$ cat config.mk
export PLATFORM = sky130hd
export DESIGN_NAME = idtc_arith
export DESIGN_NICKNAME = d
export VERILOG_FILES = /design/src/rtl/idtc_pkg.sv /design/src/rtl/idtc_arith.sv
export SDC_FILE = /design/constraint.sdc
export NUM_CORES = 2
export LEC_CHECK = 0
export ABC_AREA = 1
export ABC_CLOCK_PERIOD_IN_PS = 20600
export BUFFER_PORTS_ARGS = -buffer_cell sky130_fd_sc_hd__buf_4
export CORE_MARGIN = 2
export CORE_UTILIZATION = 42
export DETAILED_ROUTE_END_ITERATION = 8
export GPL_TIMING_DRIVEN = 0
export PLACE_DENSITY = 0.65
export SETUP_SLACK_MARGIN = 0.2
export SLEW_MARGIN = 20
export SYNTH_ARGS = -nofsm -noshare
export SYNTH_HDL_FRONTEND = slang
export SYNTH_SLANG_ARGS = --single-unit
$ cat constraint.sdc
create_clock -name clk -period 20.6 [get_ports clk]
set_input_delay 3.09 -clock clk [delete_from_list [all_inputs] [get_ports clk]]
set_output_delay 3.09 -clock clk [all_outputs]
set_load 0.02 [all_outputs]
$ cat src/rtl/idtc_pkg.sv
// Shared types, opcodes and divide-by-three helpers for the dual timebase clock.
`timescale 1ns / 1ps
package idtc_pkg;

  localparam int OP_W        = 4;
  localparam int CYC_W       = 32;
  localparam int VAL_W       = 64;
  localparam int NPT_W       = 20;
  localparam int DIV_CHUNK   = 16;
  localparam int DIV_STEPS   = VAL_W / DIV_CHUNK;
  localparam int DIV_IDX_W   = $clog2(DIV_STEPS);
  localparam int DIV_SHIFT   = 19;

  localparam logic [NPT_W-1:0]     NPT_RESET   = 20'd100000;
  // ceil(2^19 / 3); exact quotient for any dividend below 2^19
  localparam logic [DIV_CHUNK+1:0] DIV3_RECIP  = 18'd174763;

  typedef enum logic [OP_W-1:0] {
    OP_GNSS_EDGE  = 4'd0,
    OP_OCXO_EDGE  = 4'd1,
    OP_READ_CYC   = 4'd2,
    OP_CYC_NS     = 4'd3,
    OP_GNSS_NS    = 4'd4,
    OP_OCXO_NS    = 4'd5,
    OP_ZERO       = 4'd6,
    OP_GNSS_TICKS = 4'd7,
    OP_OCXO_TICKS = 4'd8
  } op_t;

  typedef enum logic [1:0] {
    KIND_DIRECT = 2'd0,
    KIND_CYC_NS = 2'd1,
    KIND_DOM_NS = 2'd2
  } kind_t;

  // after the ledger: a = direct value, extended cycles or tick count
  typedef struct packed {
    kind_t              kind;
    logic [VAL_W-1:0]   a;
    logic [CYC_W-1:0]   delta;
  } front_t;

  // after the multiply stage
  typedef struct packed {
    kind_t              kind;
    logic [VAL_W-1:0]   a;
    logic [51:0]        plo;
    logic [CYC_W-1:0]   phi;
    logic [VAL_W-1:0]   num;
  } mul_t;

  // divider stages: num is replaced chunk by chunk with the quotient
  typedef struct packed {
    kind_t              kind;
    logic [VAL_W-1:0]   val;
    logic [VAL_W-1:0]   num;
    logic [1:0]         rem;
  } div_t;

  function automatic logic [DIV_CHUNK-1:0] div3_q(logic [DIV_CHUNK+1:0] n);
    logic [2*DIV_CHUNK+3:0] p;
    p = (2*DIV_CHUNK+4)'(n) * (2*DIV_CHUNK+4)'(DIV3_RECIP);
    return p[DIV_SHIFT+DIV_CHUNK-1:DIV_SHIFT];
  endfunction

  function automatic div_t div3_step(div_t d, logic [DIV_IDX_W-1:0] c);
    div_t                 r;
    logic [DIV_CHUNK+1:0] cur;
    logic [DIV_CHUNK-1:0] q;
    logic [DIV_CHUNK+1:0] left;
    r    = d;
    cur  = {d.rem, d.num[c*DIV_CHUNK +: DIV_CHUNK]};
    q    = div3_q(cur);
    left = cur - {1'b0, q, 1'b0} - {2'b00, q};
    r.num[c*DIV_CHUNK +: DIV_CHUNK] = q;
    r.rem = left[1:0];
    return r;
  endfunction

endpackage

$ cat src/rtl/idtc_arith.sv
// Scaling pipeline: tick multiply, times-five, and a chunked divide by three.
`timescale 1ns / 1ps
module idtc_arith import idtc_pkg::*; (
  input  logic             clk,
  input  logic             rst,
  input  logic [NPT_W-1:0] ns_per_tick,
  input  front_t           front,
  input  logic             front_valid,
  output logic             front_ready,
  output div_t             result,
  output logic             result_valid,
  input  logic             result_ready
);

  mul_t             mul;
  logic             mul_valid;
  mul_t             mul_next;
  logic [51:0]      hi_full;
  logic [34:0]      delta5;
  div_t             stg [DIV_STEPS+1];
  logic [DIV_STEPS:0] stg_valid;
  logic [DIV_STEPS:0] stg_load;
  div_t             stg0_next;

  always_comb begin
    stg_load[DIV_STEPS] = !stg_valid[DIV_STEPS] || result_ready;
    for (int i = DIV_STEPS - 1; i >= 0; i--) begin
      stg_load[i] = !stg_valid[i] || stg_load[i+1];
    end
  end

  assign front_ready = !mul_valid || stg_load[0];

  always_comb begin
    mul_next.kind = front.kind;
    mul_next.a    = front.a;
    mul_next.plo  = 52'(front.a[31:0]) * 52'(ns_per_tick);
    hi_full       = 52'(front.a[63:32]) * 52'(ns_per_tick);
    mul_next.phi  = hi_full[31:0];
    delta5        = {front.delta, 2'b00} + {3'b000, front.delta};
    if (front.kind == KIND_CYC_NS) begin
      mul_next.num = {front.a[61:0], 2'b00} + front.a;
    end else begin
      mul_next.num = {29'b0, delta5};
    end
  end

  always_comb begin
    stg0_next.kind = mul.kind;
    stg0_next.num  = mul.num;
    stg0_next.rem  = 2'b00;
    if (mul.kind == KIND_DIRECT) begin
      stg0_next.val = mul.a;
    end else begin
      stg0_next.val = {12'b0, mul.plo} + {mul.phi, 32'b0};
    end
  end

  always_ff @(posedge clk) begin
    if (rst) begin
      mul_valid <= 1'b0;
      stg_valid <= '0;
    end else begin
      if (front_ready) begin
        mul_valid <= front_valid;
      end
      if (stg_load[0]) begin
        stg_valid[0] <= mul_valid;
      end
      for (int i = 1; i <= DIV_STEPS; i++) begin
        if (stg_load[i]) begin
          stg_valid[i] <= stg_valid[i-1];
        end
      end
    end
  end

  always_ff @(posedge clk) begin
    if (front_ready && front_valid) begin
      mul <= mul_next;
    end
    if (stg_load[0] && mul_valid) begin
      stg[0] <= stg0_next;
    end
    for (int i = 1; i <= DIV_STEPS; i++) begin
      if (stg_load[i] && stg_valid[i-1]) begin
        stg[i] <= div3_step(stg[i-1], DIV_IDX_W'(DIV_STEPS - i));
      end
    end
  end

  assign result       = stg[DIV_STEPS];
  assign result_valid = stg_valid[DIV_STEPS];

endmodule

=== Word level (Yosys, flattened, before mapping) ===
Memories as Yosys holds them, arrays and structs flattened.
Cells that the tools add are included.

* Flip-flop bits (word level): 220
* Bits in writable memories: 660
* Bits of input ports: 122
* Output and inout port bits: 134
* Memories: 1

{| class="wikitable"
|+ Memory list
! memory !! depth !! bits a word !! read ports !! clocked after Yosys merged registers in !! write ports !! RTL line !! source
|-
| stg || 5 || 132 || 5 || 0 || 5 || idtc_arith.sv:20 || <nowiki>div_t stg [DIV_STEPS+1];</nowiki>
|}

* Add/sub/neg operators: 11
* $mul: 6
* Equal/unequal tests: 1
* Multiplexer cells: 12
* Reductions and logical operators: 19

{| class="wikitable"
|+ Operators by type and width
! operator !! count
|-
| multiplier 18 x 18 -> 35 bit, second input constant || 4
|-
| adder 52 x 64 -> 64 bit || 1
|-
| adder 64 bit || 1
|-
| two-way mux 64 bit || 1
|-
| multiplier 32 x 20 -> 52 bit || 1
|-
| adder 34 x 32 -> 35 bit || 1
|-
| two-way mux 35 bit || 1
|-
| multiplier 32 x 20 -> 32 bit || 1
|-
| subtractor 2 bit || 8
|-
| two-way mux 1 bit || 10
|-
| logical AND 1 bit || 6
|-
| zero test 1 bit || 6
|-
| logical OR 1 bit || 6
|-
| equality test 2 x 1 -> 1 bit, second input constant || 1
|-
| zero test 2 bit || 1
|}

=== Depth between registers and ports, before layout ===
* Depth after elaboration: 9
* Mapped depth: 31

=== Least setup slack after synthesis ===
OpenSTA, ideal clock, no wires.

* Kind: input to register
* Start: input port result_ready
* End: memory stg[0][132] (netlist bit), enable pin
* Library setup time: 0.628 ns
* Arrival time: 8.982 ns
* Path slack: 10.990 ns
* Stages: 8
* Path buffers: 0
* Cells stage by stage: nor2_1 -> inv_1 -> nor2_1 -> inv_1 -> nor2_1 -> inv_1 -> nor2_1 -> nor2_1

{| class="wikitable"
|+ RTL lines
! what !! RTL line !! source
|-
| start, declared || idtc_arith.sv:12 || <nowiki>input logic result_ready</nowiki>
|-
| end, declared || idtc_arith.sv:20 ||
|}

==> insert_results.sql <==
INSERT INTO impl_metrics (metric_group, metric, value, unit) VALUES
('worst_setup_path', 'cp.required', '21130', 'ps'),
('routing', 'drt_drc_violations_left', '0', ''),
('synthesis', 'synthesis.area', '97000', 'sq um'),
('worst_setup_path', 'critical_path_peak_fanout', '10', ''),
('synthesis', 'synth_most_common_cell', 'sky130_fd_sc_hd__inv_1', ''),
('sta', 'hold_slack', '403', 'ps'),
('synthesis', 'syn_avg_cell_area', '9.06', 'sq um'),
('worst_setup_path', 'timing.critical_path.slowest_cell_delay', '890', 'ps'),
('run_status', 'run_status', 'finished, final reports clean', ''),
('sta', 'finalHoldViolations', '0', ''),
('place', 'globalplace.congestion', '1.02', ''),
('sta', 'rsz_0062_raised_after_global_routing', 'false', ''),
('cells_and_area', 'post_route_cells_drive_above_1_share', '6.02', '%'),
('sta', 'final_report_setup_violation_count', '0', ''),
('clock_tree', 'clk_path_buf_depth', '3', ''),
('routing', 'routed_wl', '312', 'mm'),
('clock_tree', 'worst_setup_hold_path_clk_slew', '70', 'ps'),
('worst_setup_path', 'cp_cell_sequence', 'clkbuf_1, clkbuf_1, clkbuf_1, nand2_1, fa_1, inv_1, fa_1, fa_1, fa_1, fa_1, fa_1, inv_1, fa_1, inv_1, ha_1, nand2_1, nor2_1, inv_1, nor2_1, inv_1, nor4_2, nand3_1, nand3_1, xor2_1', ''),
('sta', 'worst_pin_slew', '1280', 'ps'),
('global_route', 'antenna_violations_before_repair', '26', ''),
('sta', 'setup_total_negative_slack', '0', 'ps'),
('global_route', 'grt_pass1_vias', '75600', ''),
('global_route', 'grt_start_max_net_pins', '108', ''),
('global_route', 'grt.total_usage', '26.7', '%'),
('global_route', 'grt_overflow', '0', ''),
('floorplanning', 'dieArea', '235000', 'sq um'),
('sta', 'period_share', '51.2', '%'),
('floorplanning', 'fp.coreArea', '230000', 'sq um'),
('clock_tree', 'post_cts.resized_instances', '0', ''),
('routing', 'drt_first_pass_iters', '6', ''),
('routing', 'ant_nets', '0', ''),
('synthesis', 'share_of_the_synthesized_area_in_the_top_cell_type', '27.2', '%'),
('clock_tree', 'tritoncts', 'built', ''),
('floorplanning', 'dieWidth', '485', 'microns'),
('job', 'max_cap_viol_count', '0', ''),
('routing', 'viasPerCell', '5.09', ''),
('synthesis', 'synth_common_cells', '2739 x sky130_fd_sc_hd__inv_1, 2329 x sky130_fd_sc_hd__nand2_1, 1318 x sky130_fd_sc_hd__fa_1', ''),
('synthesis', 'post_synth_main_area_contributors', 'sky130_fd_sc_hd__fa_1 27%, sky130_fd_sc_hd__edfxtp_1 27%, sky130_fd_sc_hd__ha_1 12%', ''),
('sta', 'finalCriticalPeriod', '10550', 'ps'),
('clock_tree', 'postCtsSetupBuffers', '0', ''),
('synthesis', 'yosysSeqAreaShare', '27.1', '%'),
('cells_and_area', 'num-nets-final', '13500', ''),
('clock_tree', 'insertion_delay', '710', 'ps'),
('synthesis', 'ys.warnings.count', '0', ''),
('synthesis', 'asyncSetResetFlopFracSynth', '0', '%'),
('synthesis', 'yosysTopAreaCell', 'sky130_fd_sc_hd__fa_1', ''),
('sta', 'timing.clock.skew', '24.8', 'ps'),
('worst_setup_path', 'setup.worst_path.class', 'in -> reg', ''),
('cells_and_area', 'flow.area_growth_from_synthesis', '9.39', '%'),
('routing', 'route.detailed.wl_per_inst', '22.0', 'microns'),
('synthesis', 'synth_ff_type', 'sky130_fd_sc_hd__edfxtp_1', ''),
('synthesis', 'syn_nets', '13100', ''),
('worst_setup_path', 'crit_path_end_kind', 'flip-flop', ''),
('clock_tree', 'cts_hold_buf', '0', ''),
('global_route', 'wire_length_of_the_first_global_routing_pass', '467', 'mm'),
('worst_setup_path', 'critical-path-top-cell-by-count', 'sky130_fd_sc_hd__fa_1', ''),
('clock_tree', 'h-tree-depth', '3', ''),
('worst_setup_path', 'timing.critical_path.arrival', '11080', 'ps'),
('floorplanning', 'dieHeight', '485', 'microns'),
('clock_tree', 'clock_tree.root_cell', 'sky130_fd_sc_hd__clkbuf_16', ''),
('routing', 'num_vias', '72100', ''),
('place', 'detailed_place_hpwl', '261', 'mm'),
('worst_setup_path', 'critical-path-slowest-cell', 'sky130_fd_sc_hd__clkbuf_1', ''),
('clock_tree', 'cts_inserted_buffers', '86', ''),
('synthesis', 'netlist-cell-type-count', '59', ''),
('synthesis', 'synth_edf_count', '872', ''),
('place', 'io_port_bufs', '243', ''),
('sta', 'max_slew_margin', '14.7', '%'),
('min_path', 'min_path_type', 'reg -> reg', ''),
('floorplanning', 'io_pins', '256', ''),
('synthesis', 'postSynthRegisterBits', '878', ''),
('worst_setup_path', 'worstSetupStartpointType', 'input port', ''),
('sta', 'fmaxAchievable', '94.8', 'MHz'),
('floorplanning', 'core.rowCount', '176', ''),
('routing', 'drt_iter0_drc', '5001', ''),
('sta', 'final_max_slew_viol_count', '0', ''),
('floorplanning', 'initial_core_util', '42.2', '%'),
('synthesis', 'syn-instance-count', '10700', ''),
('clock_tree', 'cts.sinks', '878', '');
per-layer routing:
layer	vias to the layer above	wire length (microns)	global-route usage [%]
li1	33300	-	-
met1	35700	126000	33.9
met2	2503	148000	45.2
met3	583	21900	4.13
met4	20	15700	11.6
met5	-	122	0
logic make-up (layout without fill, tap and decap cells):
| group | Yosys count | count (layout) | synth area share (%) |
|---|---|---|---|
| muxes | 1 | 1 | 0.0103 |
| other | 0 | 8 | 0 |
| AOI/OAI and AO/OA | 897 | 897 | 5.17 |
| adders and majority gates | 2282 | 2282 | 39.6 |
| DFF | 878 | 878 | 27.1 |
| and+or+nand+nor | 3360 | 3360 | 14.0 |
| buffers and inverters | 3131 | 3555 | 12.7 |
| xor gates and xnor gates | 161 | 161 | 1.45 |
layout by cell type (no fill, tap or decap), types with 41 or more instances in the layout:
cell                        count
sky130_fd_sc_hd__a21oi_1      419
sky130_fd_sc_hd__buf_1         41
sky130_fd_sc_hd__buf_4        375
sky130_fd_sc_hd__clkbuf_1     180
sky130_fd_sc_hd__clkbuf_16     87
sky130_fd_sc_hd__edfxtp_1     872
sky130_fd_sc_hd__fa_1        1318
sky130_fd_sc_hd__ha_1         964
sky130_fd_sc_hd__inv_1       2736
sky130_fd_sc_hd__nand2_1     2329
sky130_fd_sc_hd__nand3_1      275
sky130_fd_sc_hd__nand4_1       54
sky130_fd_sc_hd__nor2_1       543
sky130_fd_sc_hd__nor3_1        44
sky130_fd_sc_hd__o21ai_0      262
sky130_fd_sc_hd__xnor2_1       51
sky130_fd_sc_hd__xor2_1       110
critical path: cells and delay by family:
family | cells | cell delay, ps
XOR/XNOR | 1 | 240
adder cells (fa/ha/maj) | 8 | 3980
buffers and inverters | 8 | 2410
AND/OR/NAND/NOR | 7 | 1330
final cells by class:
| cell class | count | area (sq um) |
|---|---|---|
| antenna | 8 | 20.0 |
| buffer | 384 | 2000 |
| clock buffer | 101 | 2250 |
| clock inverter | 58 | 654 |
| fill | 22300 | 124000 |
| inverter | 2747 | 10300 |
| multi-input combinational | 6701 | 58400 |
| sequential | 878 | 26300 |
| tap | 3026 | 3790 |
| timing repair buffer | 265 | 2320 |
state kept, by name, summed over array words and instances, names as in the netlist:
signal and count:
mul 214, stg_valid 5, mul_valid 1, stg 658
stage by stage:
| step | util [%] | worst slack (ps) | std cells | cell area (sq um) |
|---|---|---|---|---|
| 5_1_grt | 46.1 | 9990 | 14200 | 106000 |
| 4_1_cts | 46.1 | 10030 | 14200 | 106000 |
| 2_1_floorplan | - | 10990 | 10700 | 97000 |
| 3_5_place_dp | 44.9 | 9240 | 14000 | 103000 |
| 3_3_place_gp | 44.6 | 7420 | 14000 | 103000 |
| 6_report | 46.2 | 10050 | 14200 | 106000 |
worst paths after layout:
check	start	to	slack (ps)	depth (start not counted)
setup / recovery	ns_per_tick[14]	mul[135]	10050	24
hold reg to reg	stg[0][349]	stg[0][481]	400	0
hold / removal	stg[0][349]	stg[0][481]	400	0
setup reg to reg	stg[0][283]	stg[0][397]	13940	28
Power is not shown: default switching activity piles up to over one toggle a cycle in this logic, so the estimate is an artifact.
