===== src/rtl/idtc_pkg.sv =====
// Shared types, opcodes and divide-by-three helpers for the dual timebase clock.
`timescale 1ns / 1ps
package idtc_pkg;

  localparam int OP_W        = 4;
  localparam int CYC_W       = 32;
  localparam int VAL_W       = 64;
  localparam int NPT_W       = 20;
  localparam int DIV_CHUNK   = 16;
  localparam int DIV_STEPS   = VAL_W / DIV_CHUNK;
  localparam int DIV_IDX_W   = $clog2(DIV_STEPS);
  localparam int DIV_SHIFT   = 19;

  localparam logic [NPT_W-1:0]     NPT_RESET   = 20'd100000;
  // ceil(2^19 / 3); exact quotient for any dividend below 2^19
  localparam logic [DIV_CHUNK+1:0] DIV3_RECIP  = 18'd174763;

  typedef enum logic [OP_W-1:0] {
    OP_GNSS_EDGE  = 4'd0,
    OP_OCXO_EDGE  = 4'd1,
    OP_READ_CYC   = 4'd2,
    OP_CYC_NS     = 4'd3,
    OP_GNSS_NS    = 4'd4,
    OP_OCXO_NS    = 4'd5,
    OP_ZERO       = 4'd6,
    OP_GNSS_TICKS = 4'd7,
    OP_OCXO_TICKS = 4'd8
  } op_t;

  typedef enum logic [1:0] {
    KIND_DIRECT = 2'd0,
    KIND_CYC_NS = 2'd1,
    KIND_DOM_NS = 2'd2
  } kind_t;

  // after the ledger: a = direct value, extended cycles or tick count
  typedef struct packed {
    kind_t              kind;
    logic [VAL_W-1:0]   a;
    logic [CYC_W-1:0]   delta;
  } front_t;

  // after the multiply stage
  typedef struct packed {
    kind_t              kind;
    logic [VAL_W-1:0]   a;
    logic [51:0]        plo;
    logic [CYC_W-1:0]   phi;
    logic [VAL_W-1:0]   num;
  } mul_t;

  // divider stages: num is replaced chunk by chunk with the quotient
  typedef struct packed {
    kind_t              kind;
    logic [VAL_W-1:0]   val;
    logic [VAL_W-1:0]   num;
    logic [1:0]         rem;
  } div_t;

  function automatic logic [DIV_CHUNK-1:0] div3_q(logic [DIV_CHUNK+1:0] n);
    logic [2*DIV_CHUNK+3:0] p;
    p = (2*DIV_CHUNK+4)'(n) * (2*DIV_CHUNK+4)'(DIV3_RECIP);
    return p[DIV_SHIFT+DIV_CHUNK-1:DIV_SHIFT];
  endfunction

  function automatic div_t div3_step(div_t d, logic [DIV_IDX_W-1:0] c);
    div_t                 r;
    logic [DIV_CHUNK+1:0] cur;
    logic [DIV_CHUNK-1:0] q;
    logic [DIV_CHUNK+1:0] left;
    r    = d;
    cur  = {d.rem, d.num[c*DIV_CHUNK +: DIV_CHUNK]};
    q    = div3_q(cur);
    left = cur - {1'b0, q, 1'b0} - {2'b00, q};
    r.num[c*DIV_CHUNK +: DIV_CHUNK] = q;
    r.rem = left[1:0];
    return r;
  endfunction

endpackage


===== src/rtl/idtc_ledger.sv =====
// Counter ledger: cycle extension, edge counts, baselines and the first pipeline register.
`timescale 1ns / 1ps
module idtc_ledger import idtc_pkg::*; (
  input  logic             clk,
  input  logic             rst,
  input  logic             in_valid,
  output logic             in_ready,
  input  logic [OP_W-1:0]  opcode,
  input  logic [CYC_W-1:0] cycle_now,
  output front_t           front,
  output logic             front_valid,
  input  logic             front_ready
);

  logic [VAL_W-1:0] cycles_extended, cycles_extended_next;
  logic [CYC_W-1:0] cycles_last_sample, cycles_last_sample_next;
  logic [VAL_W-1:0] gnss_ticks, gnss_ticks_next;
  logic [VAL_W-1:0] ocxo_ticks, ocxo_ticks_next;
  logic [CYC_W-1:0] gnss_baseline, gnss_baseline_next;
  logic [CYC_W-1:0] ocxo_baseline, ocxo_baseline_next;
  logic [VAL_W-1:0] ext_sum;
  front_t           front_next;
  logic             accept;

  assign in_ready = !front_valid || front_ready;
  assign accept   = in_valid && in_ready;
  assign ext_sum  = cycles_extended + {32'b0, cycle_now - cycles_last_sample};

  always_comb begin
    cycles_extended_next    = cycles_extended;
    cycles_last_sample_next = cycles_last_sample;
    gnss_ticks_next         = gnss_ticks;
    ocxo_ticks_next         = ocxo_ticks;
    gnss_baseline_next      = gnss_baseline;
    ocxo_baseline_next      = ocxo_baseline;
    front_next.kind         = KIND_DIRECT;
    front_next.a            = '0;
    front_next.delta        = '0;
    case (op_t'(opcode))
      OP_GNSS_EDGE: begin
        gnss_ticks_next    = gnss_ticks + 64'd1;
        gnss_baseline_next = cycle_now;
        front_next.a       = gnss_ticks + 64'd1;
      end
      OP_OCXO_EDGE: begin
        ocxo_ticks_next    = ocxo_ticks + 64'd1;
        ocxo_baseline_next = cycle_now;
        front_next.a       = ocxo_ticks + 64'd1;
      end
      OP_READ_CYC: begin
        cycles_extended_next    = ext_sum;
        cycles_last_sample_next = cycle_now;
        front_next.a            = ext_sum;
      end
      OP_CYC_NS: begin
        cycles_extended_next    = ext_sum;
        cycles_last_sample_next = cycle_now;
        front_next.kind         = KIND_CYC_NS;
        front_next.a            = ext_sum;
      end
      OP_GNSS_NS: begin
        front_next.kind  = KIND_DOM_NS;
        front_next.a     = gnss_ticks;
        front_next.delta = cycle_now - gnss_baseline;
      end
      OP_OCXO_NS: begin
        front_next.kind  = KIND_DOM_NS;
        front_next.a     = ocxo_ticks;
        front_next.delta = cycle_now - ocxo_baseline;
      end
      OP_ZERO: begin
        cycles_extended_next    = '0;
        cycles_last_sample_next = cycle_now;
        gnss_ticks_next         = '0;
        ocxo_ticks_next         = '0;
        gnss_baseline_next      = cycle_now;
        ocxo_baseline_next      = cycle_now;
      end
      OP_GNSS_TICKS: front_next.a = gnss_ticks;
      OP_OCXO_TICKS: front_next.a = ocxo_ticks;
      default: front_next.a = '0;
    endcase
  end

  always_ff @(posedge clk) begin
    if (rst) begin
      cycles_extended    <= '0;
      cycles_last_sample <= '0;
      gnss_ticks         <= '0;
      ocxo_ticks         <= '0;
      gnss_baseline      <= '0;
      ocxo_baseline      <= '0;
      front_valid        <= 1'b0;
    end else begin
      if (accept) begin
        cycles_extended    <= cycles_extended_next;
        cycles_last_sample <= cycles_last_sample_next;
        gnss_ticks         <= gnss_ticks_next;
        ocxo_ticks         <= ocxo_ticks_next;
        gnss_baseline      <= gnss_baseline_next;
        ocxo_baseline      <= ocxo_baseline_next;
      end
      if (in_ready) begin
        front_valid <= in_valid;
      end
    end
  end

  always_ff @(posedge clk) begin
    if (accept) begin
      front <= front_next;
    end
  end

endmodule


===== config.mk =====
export PLATFORM = sky130hd
export DESIGN_NAME = idtc_ledger
export DESIGN_NICKNAME = d
export VERILOG_FILES = /design/src/rtl/idtc_pkg.sv /design/src/rtl/idtc_ledger.sv
export SDC_FILE = /design/constraint.sdc
export NUM_CORES = 1
export LEC_CHECK = 0
export BUFFER_PORTS_ARGS = -buffer_cell sky130_fd_sc_hd__buf_2
export CAP_MARGIN = 20
export CORE_UTILIZATION = 50
export CTS_BUF_LIST = sky130_fd_sc_hd__clkbuf_8
export CTS_CLUSTER_SIZE = 10
export DETAILED_ROUTE_END_ITERATION = 12
export PLACE_DENSITY = 0.73
export SETUP_SLACK_MARGIN = 0.05
export SYNTH_ARGS = -nofsm -noshare
export SYNTH_HDL_FRONTEND = slang
export SYNTH_SLANG_ARGS = --single-unit

===== constraint.sdc =====
create_clock -name clk -period 7.38 [get_ports clk]
set_input_delay 0.369 -clock clk [delete_from_list [all_inputs] [get_ports clk]]
set_output_delay 0.369 -clock clk [all_outputs]
set_load 0.02 [all_outputs]

Yosys cells after proc, flatten, opt, wreduce, memory -nomap -nowiden
Cells that the tools add are included.
Widths: inputs -> output; s select.
- mux-type cells: 6
- reduce and logical (&&, ||, !) cells: 20
- eq/ne operators: 8
- add/sub/neg operators: 6
- operators by type and width (cell ; number):
    $pmux 64 s2 ; 3
    $pmux 64 s5 ; 1
    $add 64x1->64 const B ; 2
    $sub 32x32->32 ; 3
    $add 64x32->64 ; 1
    $pmux 32 s2 ; 1
    $eq 4x3->1 const B ; 4
    $reduce_and 2->1 ; 6
    $reduce_or 2->1 ; 6
    $eq 4x2->1 const B ; 2
    $reduce_bool 2->1 ; 3
    $eq 4x1->1 const B ; 1
    $eq 4x4->1 const B ; 1
    $logic_not 4->1 ; 1
    $pmux 2 s2 ; 1
    $reduce_or 3->1 ; 1
    $logic_and 1x1->1 ; 1
    $logic_not 1->1 ; 1
    $logic_or 1x1->1 ; 1
- input bits: 40
- output and inout port bits: 100
- bits in registers: 387
- word-level logic and storage cells: 50

Longest topological paths before layout
Gate-level depths: netlist of run 1.
- depth in word-level cells: 4
- mapped depth: 26
- depth with buffers taken out: 23

Worst setup path before layout of run 1
No wires, ideal clock.
- kind: flip-flop to flip-flop
- from: reg cycles_last_sample[1]
- to: reg front[64] (netlist bit) (data pin)
- buffers on the path: 2
- arrival time: 4.520 ns
- setup time: 0.269 ns
- required time: 7.111 ns
- clock period less this slack: 4.789 ns
- setup slack: 2.591 ns
- cell stages (with the launch flop): 23
- path through: dfxtp_1 > inv_1 > ha_1 > nor2b_1 > o31a_1 > o31ai_1 > a22oi_1 > a21o_1 > a31o_2 > a41o_1 > a21o_1 > a21oi_1 > xnor2_1 > ha_1 > a21o_1 > a21o_1 > a21oi_1 > o21ai_0 > clkbuf_1 > clkbuf_1 > or2_2 > xnor2_1 > o21ai_0
- RTL lines (item ; RTL line ; source):
    from (decl) ; idtc_ledger.sv:16 ; logic [CYC_W-1:0] cycles_last_sample, cycles_last_sample_next;
    from (signal assigned) ; idtc_ledger.sv:97 ; cycles_last_sample <= cycles_last_sample_next;
    to (signal assigned) ; idtc_ledger.sv:111 ; front <= front_next;
    to (decl) ; idtc_ledger.sv:10 ; output front_t front,

Worst setup path after layout of run 1
- from: in cycle_now[0]
- to: reg cycles_extended[59]
- longest elaborated chain between the ends: 3
- RTL lines (item ; RTL line ; source):
    from (decl) ; idtc_ledger.sv:9 ; input logic [CYC_W-1:0] cycle_now,
    $sub 32x32->32 ; idtc_ledger.sv:27 ; assign ext_sum = cycles_extended + {32'b0, cycle_now - cycles_last_sample};
    $add 64x32->64 ; idtc_ledger.sv:27 ;
    $pmux 64 s2 ; idtc_ledger.sv:39 ; case (op_t'(opcode))
    to (signal assigned) ; idtc_ledger.sv:96 ; cycles_extended <= cycles_extended_next;
    to (decl) ; idtc_ledger.sv:15 ; logic [VAL_W-1:0] cycles_extended, cycles_extended_next;
Every way passes these cells.
A chain may end at the register's enable or synchronous reset.

==> results.cfg, run 1 <==
[worst_setup_path]
cp.arrival_ps = 6480
slowest_delay_ps = 680
critical_path_class = primary input to flop
cp_top_family = compound AO/OA/AOI/OAI gates
cp_num_buf_inv = 3
reg2regPathDepth = 20
crit_chain = dlygate4sd3_1 > buf_2 > inv_1 > ha_1 > fa_1 > nor2b_1 > o31a_1 > o21bai_1 > nor4b_1 > nor3_1 > o211ai_1 > o221ai_1 > a21oi_1 > xnor2_1 > ha_1 > nand3_1 > nor2_1 > nand3_1 > o21ai_1 > o21a_1 > nand4_1 > or3_1 > a31oi_1
end_kind = flop
worst_path_max_delay_cell = o21a_1
critical_path_depth = 23
ff2ff_setup_slack_ps = 1670
worstSetupStartpointType = primary input
critical_path.max_fanout = 18
cp.required_ps = 7940

[final_layout]
finalNetCount = 3433
final_cells = 4008
seqCellArea_sq_um = 8730
n_fill_cell = 4413
multi_input_area_sq_um = 14900
drive_gt1_share_pct = 9.22
finish.utilization_pct = 57.1
area_delta_synth_final_pct = 11.7
n_antenna_cell = 0
design_area_sq_um = 27500

[sta]
tns_ps = 0
fin_crit_sh_pct = 80.1
grt_setup_unrepaired = no
setup-violations-final = 0
finalHoldViolCount = 0
setup_ws_ps = 1470
whs_ps = 61.6
clock.fmax_mhz = 169
worst_slew_pin_slew_ps = 1130
skew_ps = 24.7
drv_slew = 0
fin_crit_ps = 5910
maxSlewHeadroom_pct = 24.4

[grt]
antenna_found_initial = 1
overflow = 0
grt_pass1_wl_microns = 124000
grtUsageTotal_pct = 30.6
grt_pass1_vias = 23500
grt_max_degree = 162

[clock_tree]
cts_buffer_depth = 3
post_cts_resized = 0
cts_inserted_buffers = 72
cts_tree = yes
postCtsSetupBuffers = 0
clock-root-buffer = clkbuf_8
hold_buffers = 33
clock_latency_ps = 670
clock_sinks = 387
clk_pin_slew_worst_paths_ps = 60
htree_levels = 3

[pwr]
leakage_nw = 10.1
p_per_area_nw_per_um2 = 189
p_total_mw = 5.18
irDropWorstVdd_v = 0.000172

[hold_path]
hold_depth = 3
hold_path_class = primary input to flop

[floorplanning]
die_area_sq_um = 50100
rows = 80
coreArea_sq_um = 48100
start_util_pct = 51.1
die_width_microns = 224
die_y_microns = 224
io_pins = 140

[yosys]
syn_area_sq_um = 24600
synth_seq_cells = 387
synth-edff-count = 98
synth-async-reset-ratio_pct = 0
ys_types = 81
synthCells = 3227
synth_warnings = 0
ys_seq_area_share_pct = 35.5
synth_flop_cell = dfxtp_1
avgSynthCellArea_sq_um = 7.63
syn_nets = 3366

[place]
gp_congestion = 0.959
port_buffers = 139
dp_slack_ps = 1610
dp.cells = 3842
dpl.hpwl_microns = 51300
place_area_sq_um = 25700

[route]
firstDrtPassIters = 6
via_per_inst = 6.24
drc = 0
wl_microns = 78400
wl_per_cell_microns = 19.6
wl_met3_microns = 6890
drt-initial-drc-count = 2789
ant_nets = 0
maxUsedRoutingLayer = met4
wl_met1_microns = 32400
vias = 25000
wl_met2_microns = 35900

[flow_run]
maxCapViolCount = 0

[run_status]
status = finished, final reports clean
synth_stat cells (9+ instances only):
| library cell | count | area [sq um] |
|---|---|---|
| nand3b_1 | 20 | 150 |
| a22oi_1 | 55 | 413 |
| nand4_1 | 37 | 231 |
| or4_1 | 15 | 113 |
| a211oi_1 | 9 | 67.6 |
| or3_1 | 40 | 250 |
| mux2i_1 | 38 | 380 |
| nand2_1 | 475 | 1780 |
| clkbuf_1 | 188 | 706 |
| o21bai_1 | 12 | 90.1 |
| a221oi_1 | 9 | 78.8 |
| nor4_1 | 23 | 144 |
| ha_1 | 96 | 1200 |
| o2111ai_1 | 13 | 114 |
| and2_1 | 27 | 169 |
| xor2_1 | 60 | 526 |
| edfxtp_1 | 98 | 2940 |
| o211ai_1 | 36 | 270 |
| nand2b_1 | 13 | 81.3 |
| nand3_1 | 111 | 556 |
| dfxtp_1 | 289 | 5790 |
| a21o_1 | 46 | 345 |
| nor3_1 | 126 | 631 |
| o21ai_0 | 285 | 1430 |
| a21oi_1 | 375 | 1880 |
| inv_1 | 72 | 270 |
| xnor2_1 | 65 | 569 |
| nor2_1 | 272 | 1020 |
| and4_1 | 20 | 175 |
| a31oi_1 | 27 | 169 |
| nor2b_1 | 28 | 175 |
| and3_1 | 77 | 482 |
| o31ai_1 | 12 | 90.1 |
| nor3b_1 | 10 | 75.1 |
| o21ai_1 | 9 | 45.0 |
| o21a_1 | 21 | 158 |
tightest hold or removal path, delay by kind of cell:
kind / cells / cell delay, ps
AOI/OAI and AO/OA: 1 / 80
buffers and inverters: 1 / 70
and+or+nand+nor: 1 / 140
power by group:
part           switching [mW]  internal, mW  total, mW
clock network           0.955          1.18       2.14
registers              0.0249          2.23       2.26
logic                   0.520         0.267      0.787
path summary, 6_finish.rpt:
| path | start | end |
|---|---|---|
| min | front_ready | front_valid |
| min reg2reg | gnss_baseline[14] | gnss_baseline[14] |
| max | cycle_now[0] | cycles_extended[59] |
| max reg2reg | cycles_last_sample[1] | cycles_extended[62] |
routing by layer:
| metal | vias up | GRT usage, % |
|---|---|---|
| li1 | 11800 | - |
| met1 | 11800 | 39.5 |
| met2 | 1198 | 49.3 |
| met3 | 220 | 5.57 |
| met4 | 0 | 14.5 |
| met5 | - | 0 |
state kept, by name (all words and copies together) (netlist names):
| register | flops |
|---|---|
| front | 98 |
| cycles_last_sample | 32 |
| cycles_extended | 64 |
| gnss_baseline | 32 |
| ocxo_ticks | 64 |
| gnss_ticks | 64 |
| ocxo_baseline | 32 |
| front_valid | 1 |
cells by family (layout without fill, tap and decap cells):
group | count (synthesis) | count (layout) | synth area share [%]
mux | 39 | 39 | 1.59
buf+inv | 280 | 405 | 4.39
xor+xnor | 125 | 125 | 4.45
compound gates | 972 | 972 | 23.3
flops | 387 | 387 | 35.5
fa+ha+maj | 99 | 99 | 5.12
simple gates | 1325 | 1325 | 25.7
placed cells by master, fill, tap and decap left out, drive strengths merged, types with 12 or more instances in the layout:
master	netlist	layout
nand3	112	112
o211ai	37	37
buf	19	168
and3	77	77
a21oi	375	375
xor2	60	60
o21bai	12	12
o21a	21	21
inv	72	104
a21o	46	46
dlygate4sd3	0	33
xnor2	65	65
a22oi	55	55
a31oi	27	27
o2111ai	13	13
mux2i	38	38
o21ai	295	295
nand4	37	37
nor2b	28	28
nor2	276	276
clkbuf	189	85
o31ai	12	12
or3	40	40
nand3b	20	20
edfxtp	98	98
ha	96	96
and4	21	21
nor3	128	128
and2	28	28
nor4	26	26
dfxtp	289	289
or4	15	15
nand2b	13	13
nand2	475	475
final cells by class:
| cell class | instances | area share [%] |
|---|---|---|
| clock buffer | 85 | 4.26 |
| clock inverter | 47 | 1.07 |
| inverter | 72 | 0.992 |
| multi-input combinational | 2560 | 54.3 |
| sequential | 387 | 31.8 |
| tap | 656 | 2.99 |
| timing repair buffer | 201 | 4.63 |
No activity file was read; power rests on OpenSTA's default activity.
==> inputs of run 2 (changes only) <==
ABC_AREA = 1   (was not set)
PLACE_DENSITY = 0.76   (was 0.73)
clock period = 5.2 ns   (was 7.38 ns; I/O delays follow)
==> run 2 against run 1 <==
Clock skew is 22 ps higher; register-to-register slack got worse by 1200 ps; global-route usage up 15 points; sequential power is 43% higher; area after synthesis increased by 9.6%; synthesized cell count grew 30%; via count grew 22%; cell count rose by 28%; total power up 51%; design area is 9.9% higher; critical path type unchanged; largest power group unchanged; highest routed layer is now met5.
==> results.cfg, run 2 <==
[yosys]
ys_types = 53
syn_area_sq_um = 27000
syn_nets = 4338
synth_area_leaders = dfxtp_1 (21%), nand2_1 (16%), edfxtp_1 (11%)
synth-async-reset-ratio_pct = 0
synth_flop_cell = dfxtp_1
yosys.area.top_type = dfxtp_1
synth-edff-count = 98
synth_top_cell_area_share_pct = 21.4
ys_seq_area_share_pct = 32.4
synth_seq_cells = 387
ys_top_cells_by_count = nand2_1 (1,117), inv_1 (523), nor2_1 (519), a21oi_1 (338), nand3_1 (322)
synthCells = 4199
yosysMostFrequentCell = nand2_1
avgSynthCellArea_sq_um = 6.42
synth_warnings = 0

[floorplanning]
rows = 84
coreArea_sq_um = 53000
die_area_sq_um = 54900
die_width_microns = 234
io_pins = 140
start_util_pct = 50.9
die_y_microns = 234

[clock_tree]
htree_levels = 3
clock_sinks = 387
clock-root-buffer = clkbuf_8
clk_pin_slew_worst_paths_ps = 60
cts_tree = yes
cts_buffer_depth = 3
clock_latency_ps = 690
cts_inserted_buffers = 74
postCtsSetupBuffers = 0

[worst_setup_path]
r2r_start = cycles_last_sample[0]
cp.arrival_ps = 5230
ff2ff_setup_slack_ps = 520
critical_path_class = primary input to flop
reg2regPathDepth = 20
end_kind = flop
worstSetupStartpointType = primary input
cp.required_ps = 5740
critical_path.max_fanout = 4
r2r-end = front[61]

[route]
drt-initial-drc-count = 4189
vias = 30600
drc = 0
wl_microns = 128000
via_per_inst = 5.98
firstDrtPassIters = 7
wl_per_cell_microns = 25.0
ant_nets = 0

[sta]
fin_crit_ps = 4690
maxSlewHeadroom_pct = 15.1
drv_slew = 0
worst_slew_pin_slew_ps = 1270
grt_setup_unrepaired = no
finalHoldViolCount = 0
clock.fmax_mhz = 213
fin_crit_sh_pct = 90.1
skew_ps = 46.4
tns_ps = 0
setup-violations-final = 0

[run_status]
status = finished, final reports clean

[hold_path]
hp-start = cycle_now[1]
hold_depth = 3
hold_path_class = primary input to flop
worstHoldEndpoint = gnss_baseline[1]

[flow_run]
maxCapViolCount = 0

[final_layout]
finalNetCount = 4506
drive_gt1_share_pct = 7.79
area_delta_synth_final_pct = 12.0
largest_reg_flops = 98
layout_common_cells = nand2_1 (1,117), inv_1 (556), nor2_1 (516), a21oi_1 (338), nand3_1 (322)
mostFrequentLayoutCell = nand2_1
design_area_sq_um = 30200
n_fill_cell = 5366
largest-register = front

[grt]
use_met1_pct = 62.2
grt_pass1_wl_microns = 181000
antenna_found_initial = 9
busiest_layer = met2
grt_max_degree = 100
overflow = 0
use_met2_pct = 62.4
grt_util_met3_pct = 17.1
grtUsageTotal_pct = 45.7
grt_pass1_vias = 26800

[pwr]
p_per_area_nw_per_um2 = 259
p_total_mw = 7.82
leakage_nw = 12.4
irDropWorstVdd_v = 0.000238

[place]
gp_congestion = 1.09
place_area_sq_um = 28400
dpl.hpwl_microns = 101000
port_buffers = 139
## run 2: cell count changes after synthesis, moves of 74 or more
cell,delta
nand3_1,+211
o21ai_0,-89
inv_1,+451
clkbuf_1,-107
nand2_1,+642
nor2_1,+247
and3_1,-74
## run 2: area by class of cell
type | instances | area [sq um] | area share [%]
Antenna cell | 1 | 2.50 | 0.00828
Multi-Input combinational cell | 3142 | 15700 | 51.9
Inverter | 545 | 2050 | 6.78
Tap cell | 688 | 861 | 2.85
Sequential cell | 387 | 8730 | 28.9
Timing Repair Buffer | 217 | 1410 | 4.67
Clock buffer | 85 | 1170 | 3.87
Clock inverter | 50 | 299 | 0.990
## run 2: cell families (layout without fill, tap and decap cells)
family	after synthesis	in the layout	synth area share [%]
other	0	1	0
XOR/XNOR	127	127	4.12
flip-flops	387	387	32.4
buffers and inverters	670	897	9.61
AND/OR/NAND/NOR	2224	2224	34.7
adder cells (fa/ha/maj)	99	99	4.68
multiplexers	30	30	1.11
AO/OA/AOI/OAI	662	662	13.4
## run 2: repair_timing
action                                  4_1_cts  5_1_grt
endpoints found under the hold margin        80        0
endpoints found under the setup margin        0        0
hold buffers                                 33        0
resized for setup                             0        0
## run 2: worst max-delay path, cell delays in order
cell and delay, ps:
dlygate4sd3_1 530, buf_2 110, inv_1 60, ha_1 230, fa_1 480, nor3_1 240, nor2_1 100, o21ai_0 460
a21oi_1 230, nor2_1 220, nand2_1 100, nand3_1 80, nand2_1 90, ha_1 380, nand2_1 120, nor2_1 200
nand2_1 150, nor2_1 170, nand2_1 70, nand2_1 150, xor2_1 440, nand2_1 220, nand4_1 120
## run 2: per-stage QoR
step | utilization [%] | std cells | hold slack (ps) | setup WS, ps
global placement | 53.6 | 4944 | 446 | 624
floorplan | - | 4199 | 395 | 1590
global route | 57.0 | 5115 | 39.2 | 93.0
finish | 57.0 | 5115 | 36.3 | 514
detailed placement | 53.6 | 4944 | 451 | 553
CTS | 57.0 | 5112 | 2.43 | 664
## run 2: power by group
part           leakage, nW  internal (mW)  switching [mW]
Sequential            3.33           3.18          0.0513
Clock                0.875           1.64            1.48
Combinational         8.22          0.400            1.07
## run 2: worst max path at each step
stage / start / endpoint / cells past startpoint
floorplan: cycle_now[0] / front[94] / 23
global placement: cycle_now[0] / front[70] / 23
detailed placement: cycle_now[0] / front[94] / 24
CTS: cycles_last_sample[0] / front[61] / 20
global route: cycles_last_sample[0] / front[56] / 22
finish: cycle_now[0] / front[61] / 23
## run 2: routing by layer
layer / vias up / share of wire (%)
li1: 14100 / -
met1: 14100 / 40
met2: 1974 / 39
met3: 323 / 15
met4: 6 / 5.6
met5: - / 0.035
